$ cat src/design/ifdc_pkg.sv
// Shared constants, codes and helper functions of the inverter CAN frame decoder.
`default_nettype none

package ifdc_pkg;

	// Frame identifiers.
	localparam logic [10:0] ID_SPEED_A  = 11'h1DA;
	localparam logic [10:0] ID_SPEED_B  = 11'h01A;
	localparam logic [10:0] ID_TORQUE_A = 11'h1DB;
	localparam logic [10:0] ID_TORQUE_B = 11'h01B;
	localparam logic [10:0] ID_TEMPS_A  = 11'h1DC;
	localparam logic [10:0] ID_TEMPS_B  = 11'h01C;
	localparam logic [10:0] ID_TEMPS_V  = 11'h55A;
	localparam logic [10:0] ID_STATUS_A = 11'h1D4;
	localparam logic [10:0] ID_STATUS_B = 11'h014;

	// Frame kind codes reported on the result word.
	localparam logic [2:0] KIND_IGNORED      = 3'd0;
	localparam logic [2:0] KIND_SPEED        = 3'd1;
	localparam logic [2:0] KIND_SPEED_TORQUE = 3'd2;
	localparam logic [2:0] KIND_TORQUE       = 3'd3;
	localparam logic [2:0] KIND_TEMPS        = 3'd4;
	localparam logic [2:0] KIND_STATUS       = 3'd5;

	// Configuration register indexes.
	localparam logic REG_TEMPS_EN     = 1'b0;
	localparam logic REG_TORQUE_BIAS  = 1'b1;

	// Frame counter slots.
	localparam logic [1:0] CNT_SPEED  = 2'd0;
	localparam logic [1:0] CNT_TORQUE = 2'd1;
	localparam logic [1:0] CNT_TEMPS  = 2'd2;
	localparam logic [1:0] CNT_STATUS = 2'd3;

	// Scaling constants.
	localparam logic signed [17:0] TORQUE_LIMIT = 18'sd50000;
	localparam logic signed [17:0] STEP_18      = 18'sd50;
	localparam logic signed [21:0] STEP_22      = 22'sd50;
	localparam logic [8:0]         TEMP_OFFSET  = 9'd40;
	localparam logic signed [8:0]  BIAS_RESET   = -9'sd64;

	// Word widths.
	localparam int IN_W   = 80;
	localparam int OUT_W  = 128;

	// Legacy torque: 16-bit little-endian word of bytes two and three, or of
	// bytes zero and one when the former is zero and the latter is not.
	function automatic logic signed [21:0] legacy_torque(input logic [63:0] data);
		logic [15:0] w01;
		logic [15:0] w23;
		logic [15:0] pick;
		w01  = data[15:0];
		w23  = data[31:16];
		pick = (w23 != 16'd0 || w01 == 16'd0) ? w23 : w01;
		return $signed({{6{pick[15]}}, pick}) * STEP_22;
	endfunction

	// Temperature byte with the forty degree offset removed.
	function automatic logic signed [8:0] temp_of(input logic [7:0] b);
		return $signed({1'b0, b} - TEMP_OFFSET);
	endfunction

endpackage

`default_nettype wire

$ cat src/design/inverter_can_frame_decoder_core.sv
// Top level of the inverter CAN frame decoder: input register, decode and held feedback.
`default_nettype none

// One received CAN frame goes in per word and one result word comes out per
// frame. A frame is captured in an input register, decoded from it by field
// slicing, two small constant multiplies and compares, and the result word
// is then registered in a result register. The block takes a new frame every
// cycle; the two pipeline registers only hold when the result word is not
// taken, so a frame can still enter while one result waits.
// Configuration writes are always accepted and take effect on any frame that
// is decoded after the write, including one held in the input register.
module inverter_can_frame_decoder_core
	import ifdc_pkg::*;
(
	input  wire logic             clk,
	input  wire logic             arst_n,
	// Frame input. tdata: can_id[10:0], frame_length[14:11], frame_data[78:15], zeros.
	input  wire logic             s_tvalid,
	output logic                  s_tready,
	input  wire logic [IN_W-1:0]  s_tdata,
	// Result output. tdata: motor_rpm[14:0], torque_centi_nm[36:15],
	// input_volts[45:37], inverter_celsius[54:46], stator_celsius[63:55],
	// coolant_celsius[72:64], status_flags[76:73], motor_clock[78:77],
	// motor_errors[84:79], speed_crc_byte[92:85], kind_count[124:93], zeros.
	output logic                  m_tvalid,
	input  wire logic             m_tready,
	output logic [OUT_W-1:0]      m_tdata,
	// Result tuser: frame_kind[2:0].
	output logic [2:0]            m_tuser,
	// Configuration write channel.
	input  wire logic             cfg_valid,
	output logic                  cfg_ready,
	input  wire logic             cfg_index,
	input  wire logic [8:0]       cfg_data
);

	// Configuration registers.
	logic              temps_en_q;
	logic signed [8:0] bias_q;

	// Input stage.
	logic        valid_s1;
	logic [10:0] id_s1;
	logic [3:0]  len_s1;
	logic [63:0] data_s1;

	// Held feedback and counters.
	logic signed [14:0] rpm_q;
	logic signed [21:0] torque_q;
	logic [8:0]         volts_q;
	logic signed [8:0]  temps_q [3];
	logic [3:0]         flags_q;
	logic [15:0]        cec_q;
	logic [31:0]        counters_q [4];

	// Result register.
	logic        out_valid_q;
	logic [2:0]  kind_q;
	logic [31:0] count_q;

	// Decode results.
	logic               advance;
	logic [2:0]         kind_d;
	logic [31:0]        count_d;
	logic               upd_speed;
	logic               upd_full;
	logic               upd_torque;
	logic               upd_temps;
	logic               temps_variant;
	logic               upd_status;
	logic [10:0]        t11;
	logic signed [17:0] prim;
	logic               prim_ok;
	logic signed [21:0] torque_full;
	logic signed [21:0] torque_legacy;
	logic [31:0]        cnt_speed_inc;
	logic [31:0]        cnt_torque_inc;
	logic [31:0]        cnt_temps_inc;
	logic [31:0]        cnt_status_inc;

	// Both stages move together whenever the result word is free or taken.
	assign advance  = !out_valid_q || m_tready;
	assign s_tready = !valid_s1 || advance;
	assign cfg_ready = 1'b1;

	// Configuration writes.
	always_ff @(posedge clk or negedge arst_n) begin
		if (!arst_n) begin
			temps_en_q <= 1'b0;
			bias_q     <= BIAS_RESET;
		end else if (cfg_valid) begin
			unique case (cfg_index)
				REG_TEMPS_EN:    temps_en_q <= cfg_data[0];
				REG_TORQUE_BIAS: bias_q     <= $signed(cfg_data);
				default: ;
			endcase
		end
	end

	// Input register.
	always_ff @(posedge clk or negedge arst_n) begin
		if (!arst_n) begin
			valid_s1 <= 1'b0;
		end else if (s_tready) begin
			valid_s1 <= s_tvalid;
		end
	end

	always_ff @(posedge clk) begin
		if (s_tready && s_tvalid) begin
			id_s1   <= s_tdata[10:0];
			len_s1  <= s_tdata[14:11];
			data_s1 <= s_tdata[78:15];
		end
	end

	// Torque decode: primary field with bias, legacy word as fallback.
	assign t11           = {data_s1[18:16], data_s1[31:24]};
	assign prim          = $signed({{7{t11[10]}}, t11}) * STEP_18 + {{9{bias_q[8]}}, bias_q};
	assign prim_ok       = (prim <= TORQUE_LIMIT) && (prim >= -TORQUE_LIMIT);
	assign torque_legacy = legacy_torque(data_s1);
	assign torque_full   = prim_ok ? {{4{prim[17]}}, prim} : torque_legacy;

	assign cnt_speed_inc  = counters_q[CNT_SPEED] + 32'd1;
	assign cnt_torque_inc = counters_q[CNT_TORQUE] + 32'd1;
	assign cnt_temps_inc  = counters_q[CNT_TEMPS] + 32'd1;
	assign cnt_status_inc = counters_q[CNT_STATUS] + 32'd1;

	// Frame classification by identifier and length.
	always_comb begin
		upd_speed     = 1'b0;
		upd_full      = 1'b0;
		upd_torque    = 1'b0;
		upd_temps     = 1'b0;
		temps_variant = 1'b0;
		upd_status    = 1'b0;
		kind_d        = KIND_IGNORED;
		count_d       = 32'd0;
		if (id_s1 == ID_SPEED_A || id_s1 == ID_SPEED_B) begin
			if (len_s1 >= 4'd4) begin
				upd_speed = 1'b1;
				upd_full  = len_s1 >= 4'd8;
				kind_d    = upd_full ? KIND_SPEED_TORQUE : KIND_SPEED;
				count_d   = cnt_speed_inc;
			end
		end else if (id_s1 == ID_TORQUE_A || id_s1 == ID_TORQUE_B) begin
			if (len_s1 >= 4'd4) begin
				upd_torque = 1'b1;
				kind_d     = KIND_TORQUE;
				count_d    = cnt_torque_inc;
			end
		end else if (id_s1 == ID_TEMPS_A || id_s1 == ID_TEMPS_B) begin
			if (len_s1 >= 4'd3) begin
				upd_temps = 1'b1;
				kind_d    = KIND_TEMPS;
				count_d   = cnt_temps_inc;
			end
		end else if (id_s1 == ID_TEMPS_V && temps_en_q) begin
			if (len_s1 >= 4'd4) begin
				upd_temps     = 1'b1;
				temps_variant = 1'b1;
				kind_d        = KIND_TEMPS;
				count_d       = cnt_temps_inc;
			end
		end else if (id_s1 == ID_STATUS_A || id_s1 == ID_STATUS_B) begin
			if (len_s1 != 4'd0) begin
				upd_status = 1'b1;
				kind_d     = KIND_STATUS;
				count_d    = cnt_status_inc;
			end
		end
	end

	// Held feedback and frame counters, updated as a frame leaves stage one.
	always_ff @(posedge clk or negedge arst_n) begin
		if (!arst_n) begin
			rpm_q      <= '0;
			torque_q   <= '0;
			volts_q    <= '0;
			temps_q[0] <= '0;
			temps_q[1] <= '0;
			temps_q[2] <= '0;
			flags_q    <= '0;
			cec_q      <= '0;
			counters_q[CNT_SPEED]  <= '0;
			counters_q[CNT_TORQUE] <= '0;
			counters_q[CNT_TEMPS]  <= '0;
			counters_q[CNT_STATUS] <= '0;
		end else if (valid_s1 && advance) begin
			if (upd_speed) begin
				rpm_q   <= $signed({data_s1[39:32], data_s1[47:41]});
				volts_q <= {data_s1[7:0], 1'b0};
				counters_q[CNT_SPEED] <= cnt_speed_inc;
			end
			if (upd_full) begin
				torque_q <= torque_full;
				cec_q    <= data_s1[63:48];
			end
			if (upd_torque) begin
				torque_q <= torque_legacy;
			end
			if (upd_full || upd_torque) begin
				counters_q[CNT_TORQUE] <= cnt_torque_inc;
			end
			if (upd_temps) begin
				if (temps_variant) begin
					temps_q[0] <= temp_of(data_s1[15:8]);
					temps_q[1] <= temp_of(data_s1[23:16]);
					temps_q[2] <= temp_of(data_s1[31:24]);
				end else begin
					temps_q[0] <= temp_of(data_s1[7:0]);
					temps_q[1] <= temp_of(data_s1[15:8]);
					temps_q[2] <= temp_of(data_s1[23:16]);
				end
				counters_q[CNT_TEMPS] <= cnt_temps_inc;
			end
			if (upd_status) begin
				flags_q <= data_s1[3:0];
				counters_q[CNT_STATUS] <= cnt_status_inc;
			end
		end
	end

	// Result register; held values stay put while the word waits.
	always_ff @(posedge clk or negedge arst_n) begin
		if (!arst_n) begin
			out_valid_q <= 1'b0;
			kind_q      <= KIND_IGNORED;
			count_q     <= '0;
		end else if (advance) begin
			out_valid_q <= valid_s1;
			if (valid_s1) begin
				kind_q  <= kind_d;
				count_q <= count_d;
			end
		end
	end

	assign m_tvalid = out_valid_q;
	assign m_tuser  = kind_q;
	assign m_tdata  = {3'd0, count_q, cec_q[15:8], cec_q[7:2], cec_q[1:0], flags_q,
		temps_q[2], temps_q[1], temps_q[0], volts_q, torque_q, rpm_q};

`ifndef SYNTHESIS
	// An ignored frame reports a zero count.
	assert property (@(posedge clk) disable iff (!arst_n)
		(m_tvalid && m_tuser == KIND_IGNORED) |-> (count_q == 32'd0))
		else $error("ignored frame reported a nonzero count");

	// Only defined kinds reach the result word.
	assert property (@(posedge clk) disable iff (!arst_n)
		m_tvalid |-> (m_tuser <= KIND_STATUS))
		else $error("undefined frame kind on result word");

	// A frame leaving stage one always lands in the result register.
	assert property (@(posedge clk) disable iff (!arst_n)
		(valid_s1 && advance) |=> m_tvalid)
		else $error("decoded frame lost between stages");

	// Input is refused only when both stages are full and the output stalls.
	assert property (@(posedge clk) disable iff (!arst_n)
		!s_tready |-> (valid_s1 && m_tvalid && !m_tready))
		else $error("input refused without a full pipeline");

	// A bias write takes effect on the next cycle.
	assert property (@(posedge clk) disable iff (!arst_n)
		(cfg_valid && cfg_index == REG_TORQUE_BIAS) |=> (bias_q == $signed($past(cfg_data))))
		else $error("torque bias write not applied");
`endif

endmodule

`default_nettype wire

$ cat config.mk
export PLATFORM = sky130hd
export DESIGN_NAME = inverter_can_frame_decoder_core
export DESIGN_NICKNAME = d
export VERILOG_FILES = /design/src/design/ifdc_pkg.sv /design/src/design/inverter_can_frame_decoder_core.sv
export SDC_FILE = /design/constraint.sdc
export NUM_CORES = 1
export LEC_CHECK = 0
export ABC_AREA = 1
export BUFFER_PORTS_ARGS = -buffer_cell sky130_fd_sc_hd__buf_2
export CAP_MARGIN = 20
export CORE_MARGIN = 1
export CORE_UTILIZATION = 40
export DETAILED_ROUTE_END_ITERATION = 7
export SETUP_SLACK_MARGIN = 0.1
export SLEW_MARGIN = 20
export SYNTH_ARGS = -nofsm -noshare
export SYNTH_HDL_FRONTEND = slang
export SYNTH_SLANG_ARGS = --single-unit
$ cat constraint.sdc
create_clock -name clk -period 4.3 [get_ports clk]
set_input_delay 0.215 -clock clk [delete_from_list [all_inputs] [get_ports clk]]
set_output_delay 0.215 -clock clk [all_outputs]
set_load 0.005 [all_outputs]
==> results of run 1 <==
## power breakdown
| group | switching (mW) | internal, mW | total (mW) |
|---|---|---|---|
| Sequential | 0.110 | 3.52 | 3.63 |
| Combinational | 3.06 | 2.72 | 5.78 |
| Clock | 1.52 | 2.13 | 3.65 |
## registers in the layout (all words and copies together) (netlist names), 8 cells and up
name,count
counters_q,128
data_s1,63
count_q,32
m_tdata,27
torque_q,22
cec_q,16
rpm_q,15
id_s1,11
bias_q,9
volts_q,8
## cell type report
cell class	count	area (sq um)	area share (%)
multi-input cells	1778	10520	39.15
clock inverters	21	240.2	0.8940
inverters	346	1300	4.838
flip-flops and latches	345	9027	33.60
repair buffers	527	3751	13.96
clock buffers	55	1181	4.396
well taps	680	850.8	3.166
## kinds of logic (layout without fill, tap and decap cells)
logic type      count (synthesis)  after routing
compound gates                328            328
xor+xnor                      142            142
fa+ha+maj                     137            137
buf+inv                       415            949
flops                         345            345
mux                            24             24
other cells                     2              5
simple gates                 1140           1142
## path summary, 6_finish.rpt
check                       startpoint             end  slack, ns
max                        data_s1[26]    torque_q[16]      -0.54
min                          cfg_index       bias_q[0]       0.22
max reg2reg                data_s1[26]    torque_q[16]      -0.54
min reg2reg                data_s1[45]        rpm_q[4]       0.44
max in group asynchronous       arst_n       bias_q[7]       2.94
min in group asynchronous       arst_n  counters_q[30]       0.26
## worst min-delay path, stage by stage
cell and delay (ns):
buf_2 0.09, nand2_1 0.25, nand2_1 0.13, o21ai_0 0.06
## cell usage in the layout, fill, tap and decap left out, drive strengths merged, types with 2 or more instances in the layout
master,count
o221ai,3
xnor2,33
clkinvlp,3
ha,112
nand4,37
o21a,2
bufinv,3
and2,3
o31ai,5
dlygate4sd3,93
inv,341
clkinv,20
xor2,109
clkbuf,55
conb,5
mux2,24
a21o,4
a31oi,12
o21bai,3
o211ai,3
edfxtp,78
nand3,151
nand3b,6
nor3,65
dfstp,3
nand2,713
buf,434
dfrtp,264
o22ai,33
or2,5
fa,25
a21oi,75
nor4,14
nor2,147
o21ai,182
## metal layers
| metal | track usage, % | up-vias | share of wire [%] |
|---|---|---|---|
| li1 | - | 9254 | - |
| met1 | 31.55 | 9074 | 43 |
| met2 | 42.08 | 469 | 49 |
| met3 | 3.499 | 92 | 4.7 |
| met4 | 7.792 | 2 | 3.0 |
| met5 | 0 | - | 0.020 |
## repair_timing
item,in CTS,in global routing
hold buffers,93,0
resized for setup,26,53
endpoints found under the hold margin,196,0
gates cloned,2,1
pin swaps,26,44
buffers inserted,15,7
endpoints found under the setup margin,22,22
==> results.yml, run 1 <==
worst_hold_path:
  holdCritPathClass: "primary input to flip-flop"
  hold_path_depth: 4
sta:
  tightest_slew_ns: 0.9581
  max_freq_mhz: 206.7
  holdWs_ns: 0.2175
  max-slew-margin-rel_pct: 36.04
  finalWorstSetupSlack_ns: -0.5375
  finalCriticalPeriod_ns: 4.837
  finalSetupTns_ns: -10.96
  setup_viol: 22
  drv_slew: 0
  finalCritPeriodShare_pct: 112.5
  fin_skew_ns: 0.02636
  hold_viol_final: 0
  rsz0062_at_grt: "yes"
synth:
  yosys-top-cells-area: "dfrtp_1, nand2_1, edfxtp_1"
  ys_ff_latch: 345
  yosysUniqueCellTypes: 55
  synthCells: 2533
  synth_top_area_share_pct: 31.92
  synth_seq_area_share_pct: 43.61
  yosys.area_share.simple_pct: 23.41
  yosysWarnings: 0
  synth_compound_area_share_pct: 8.590
  synth_common_cells: "nand2_1, inv_1, dfrtp_1, o21ai_0, nand3_1"
  synth_top_family_by_area: "simple AND/OR/NAND/NOR gates"
  yosysMostFrequentCell: "nand2_1"
  synthMuxAreaShare_pct: 1.306
  syn_avg_cell_area_sq_um: 8.172
  synth_area_sq_um: 20700
  async_flop_share_pct: 77.39
  synth_xor_area_share_pct: 6.009
  synth-edff-count: 78
  synth_top_cell_by_area: "dfrtp_1"
  synth_top_flop_cell: "dfrtp_1"
  synthAdderAreaFrac_pct: 9.188
critical_path:
  required_ns: 4.76
  ff2ff_path_depth: 33
  worstPathMaxFanout: 5
  path_buf_inv: 5
  cp_common_cell: "nand2_1"
  cp.depth: 33
  criticalPathCategory: "flip-flop to flip-flop"
  critPathSlowestCell: "fa_1"
  arrival_ns: 5.30
  start_kind: "flip-flop"
  cp_top_family: "adder cells"
  cpPeakStageDelay_ns: 0.48
  endpoint_kind: "flip-flop"
floorplan:
  core_sq_um: 51200
  io_pins: 229
  die_h_um: 229.5
  die_area_sq_um: 52660
  die_x_um: 229.5
  start_util_pct: 40.43
  rows: 83
place:
  pre_cts_ws_ns: -0.5427
  port_buffers: 221
  hpwl_mm: 48.13
  placed_cells: 3561
  place_area_sq_um: 23920
  place_congestion: 0.9047
finish:
  antenna_cells: 0
  final_cells: 3752
  drive_above_1_share_pct: 20.70
  design_area_sq_um: 26870
  syn_to_final_growth_pct: 29.82
  final_nets: 3272
  fin_util_pct: 52.48
  num-fill-cells: 4711
clocking:
  cts_tree: "yes"
  htreeDepth: 2
  cts.reportedPaths.clkPinSlew_ns: 0.06
  numClockSinks: 345
  clk_path_buf_depth: 3
  cts_buffers: 42
  root_buffer: "clkbuf_16"
  clock_latency_ns: 0.60
global_routing:
  antenna_found_initial: 1
  grt_max_degree: 110
  grtUsageTotal_pct: 24.47
  overflow: 0
  grt_pass1_vias: 18890
  grt_pass1_wl_mm: 101.3
route:
  vias: 18890
  drt-initial-drc-count: 1305
  vias_per_cell: 5.035
  drc_errors: 0
  totalWireLength_mm: 64.20
  post_drt_wl_per_cell_um: 17.11
  ant_nets: 0
  drt_pre_antenna_iters: 5
pwr:
  leakagePower_nw: 13.53
  p_per_area_nw_per_um2: 485.9
  power_mw: 13.06
  ir_worst_vdd_mv: 0.6200
status:
  outcome: "finished, violations left"
  violations: "setup timing"
job:
  maxCapViolCount: 0
Power figures use the tool's default switching activity.
==> run 2, diff against run 1 <==
--- a/config.mk
+++ b/config.mk
@@ -12,4 +12,5 @@
 export CORE_UTILIZATION = 40
 export DETAILED_ROUTE_END_ITERATION = 7
+export GPL_TIMING_DRIVEN = 1
 export SETUP_SLACK_MARGIN = 0.1
 export SLEW_MARGIN = 20
==> constraint.sdc (replaced) <==
create_clock -name clk -period 4.3 [get_ports clk]
set_input_delay 0.645 -clock clk [delete_from_list [all_inputs] [get_ports clk]]
set_output_delay 0.645 -clock clk [all_outputs]
set_load 0.005 [all_outputs]
==> results.yml, run 2 (synthesis gave the netlist of run 1 again) <==
finish:
  drive_above_1_share_pct: 21.79
  syn_to_final_growth_pct: 25.44
  antenna_cells: 0
  fin_util_pct: 50.71
  multi_input_comb_area_sq_um: 10600
  final_cell_mix: "nand2_1, inv_1, dfrtp_1"
  layout_commonest_cell: "nand2_1"
  largest_reg_flops: 128
  largestRegisters: "counters_q x128, data_s1 x63, count_q x32"
  final_nets: 3182
  regMostFlops: "counters_q"
  regArea_sq_um: 9027
  num-fill-cells: 4913
  final_cells: 3663
pwr:
  leakagePower_nw: 13.16
  seqPwrFrac_pct: 28.3
  p_per_area_nw_per_um2: 494.0
  ir_worst_vdd_mv: 0.5134
  power_mw: 12.83
  p_sw_mw: 4.613
  power.internal_mw: 8.215
  clock_power_share_pct: 27.5
  combPwrFrac_pct: 44.3
  p_sw_share_pct: 35.96
place:
  hpwl_mm: 47.14
  placed_cells: 3563
  port_buffers: 221
  pre_cts_ws_ns: -0.5395
  place_congestion: 0.9402
worst_hold_path:
  holdCritPathClass: "primary input to async pin"
floorplan:
  die_x_um: 229.5
  rows: 83
  io_pins: 229
  start_util_pct: 40.43
  core_sq_um: 51200
  die_h_um: 229.5
  die_area_sq_um: 52660
route:
  post_drt_wl_per_cell_um: 16.95
  totalWireLength_mm: 62.08
  drc_errors: 0
  ant_nets: 0
  vias: 18590
  drt-initial-drc-count: 1459
  vias_per_cell: 5.076
  drt_pre_antenna_iters: 5
critical_path:
  critPathSlowestCell: "fa_1"
  ff2ff_path_depth: 35
  r2r-end: "torque_q[20]"
  cp_top_family: "simple AND/OR/NAND/NOR gates"
  endpoint_kind: "flip-flop"
  criticalPathCategory: "flip-flop to flip-flop"
  start_kind: "flip-flop"
  rrSetupSlack_ns: -0.46
  arrival_ns: 5.26
  r2r-start: "data_s1[28]"
  path_buf_inv: 7
  cp_common_cell: "nand2_1"
  worstPathMaxFanout: 3
  required_ns: 4.80
  cpPeakStageDelay_ns: 0.50
sta:
  drv_slew: 0
  finalCriticalPeriod_ns: 4.760
  setup_viol: 22
  finalWorstSetupSlack_ns: -0.4596
  fin_skew_ns: 0.02016
  max-slew-margin-rel_pct: 35.74
  finalCritPeriodShare_pct: 110.7
  tightest_slew_ns: 0.9625
  max_freq_mhz: 210.1
  finalSetupTns_ns: -9.502
  rsz0062_at_grt: "yes"
  hold_viol_final: 0
global_routing:
  grt_pass1_vias: 18380
  grt_pass1_wl_mm: 98.77
  overflow: 0
  grt_max_degree: 103
  antenna_found_initial: 0
  grtUsageTotal_pct: 23.68
clocking:
  cts_buffers: 41
  clock_latency_ns: 0.58
  postCtsHoldBufs: 0
  numClockSinks: 345
  cts.reportedPaths.clkPinSlew_ns: 0.06
  cts_tree: "yes"
  clk_path_buf_depth: 3
  root_buffer: "clkbuf_16"
  htreeDepth: 2
status:
  outcome: "finished, violations left"
  violations: "setup timing"
job:
  maxCapViolCount: 0
==> run 2: routing by layer <==
| layer | wire length (um) | vias up | track usage [%] |
|---|---|---|---|
| met5 | 0 | - | 0 |
| met2 | 30630 | 506 | 40.63 |
| li1 | - | 9044 | - |
| met3 | 3109 | 83 | 2.826 |
| met4 | 1557 | 0 | 7.167 |
| met1 | 26770 | 8960 | 31.10 |
==> run 2: final cells by class <==
class / count / area share [%]
Tap cell: 680 / 3.277
Sequential cell: 345 / 34.77
Timing Repair Buffer: 439 / 10.83
Multi-Input combinational cell: 1777 / 40.84
Clock inverter: 19 / 0.7035
Inverter: 346 / 5.007
Clock buffer: 57 / 4.573
==> run 2: worst max-delay path by stage <==
stage,start,to,slack (ns),cells after the start
final,data_s1[28],torque_q[20],-0.46,35
after global routing,data_s1[28],torque_q[4],-0.81,33
after CTS,data_s1[28],torque_q[11],-0.38,33
after detailed placement,data_s1[26],torque_q[0],-0.54,31
after global placement,data_s1[26],torque_q[0],-0.49,31
after floorplan,data_s1[27],torque_q[7],-0.25,33
==> run 2: power by group through the flow <==
stage          Clock, mW  Combinational (mW)  Sequential, mW
2_1_floorplan          0                2.88            3.66
3_3_place_gp           0                4.76            3.68
3_5_place_dp           0                4.79            3.68
4_1_cts             3.62                5.57            3.62
5_1_grt             3.74                6.28            3.64
6_report            3.52                5.68            3.63
==> run 2: what timing repair did <==
item / in CTS / in global routing
cloned: 2 / 0
setup buffers: 20 / 2
resized for setup: 71 / 10
pin swaps: 54 / 7
setup endpoints to repair: 22 / 22
==> run 2: metrics by stage <==
stage / hold WS (ns) / area [sq um]
finish: 0.1170 / 25960
global route: 0.1796 / 25960
CTS: 0.1399 / 25900
detailed placement: 0.4366 / 23910
global placement: 0.4302 / 23910
floorplan: 0.3494 / 20770
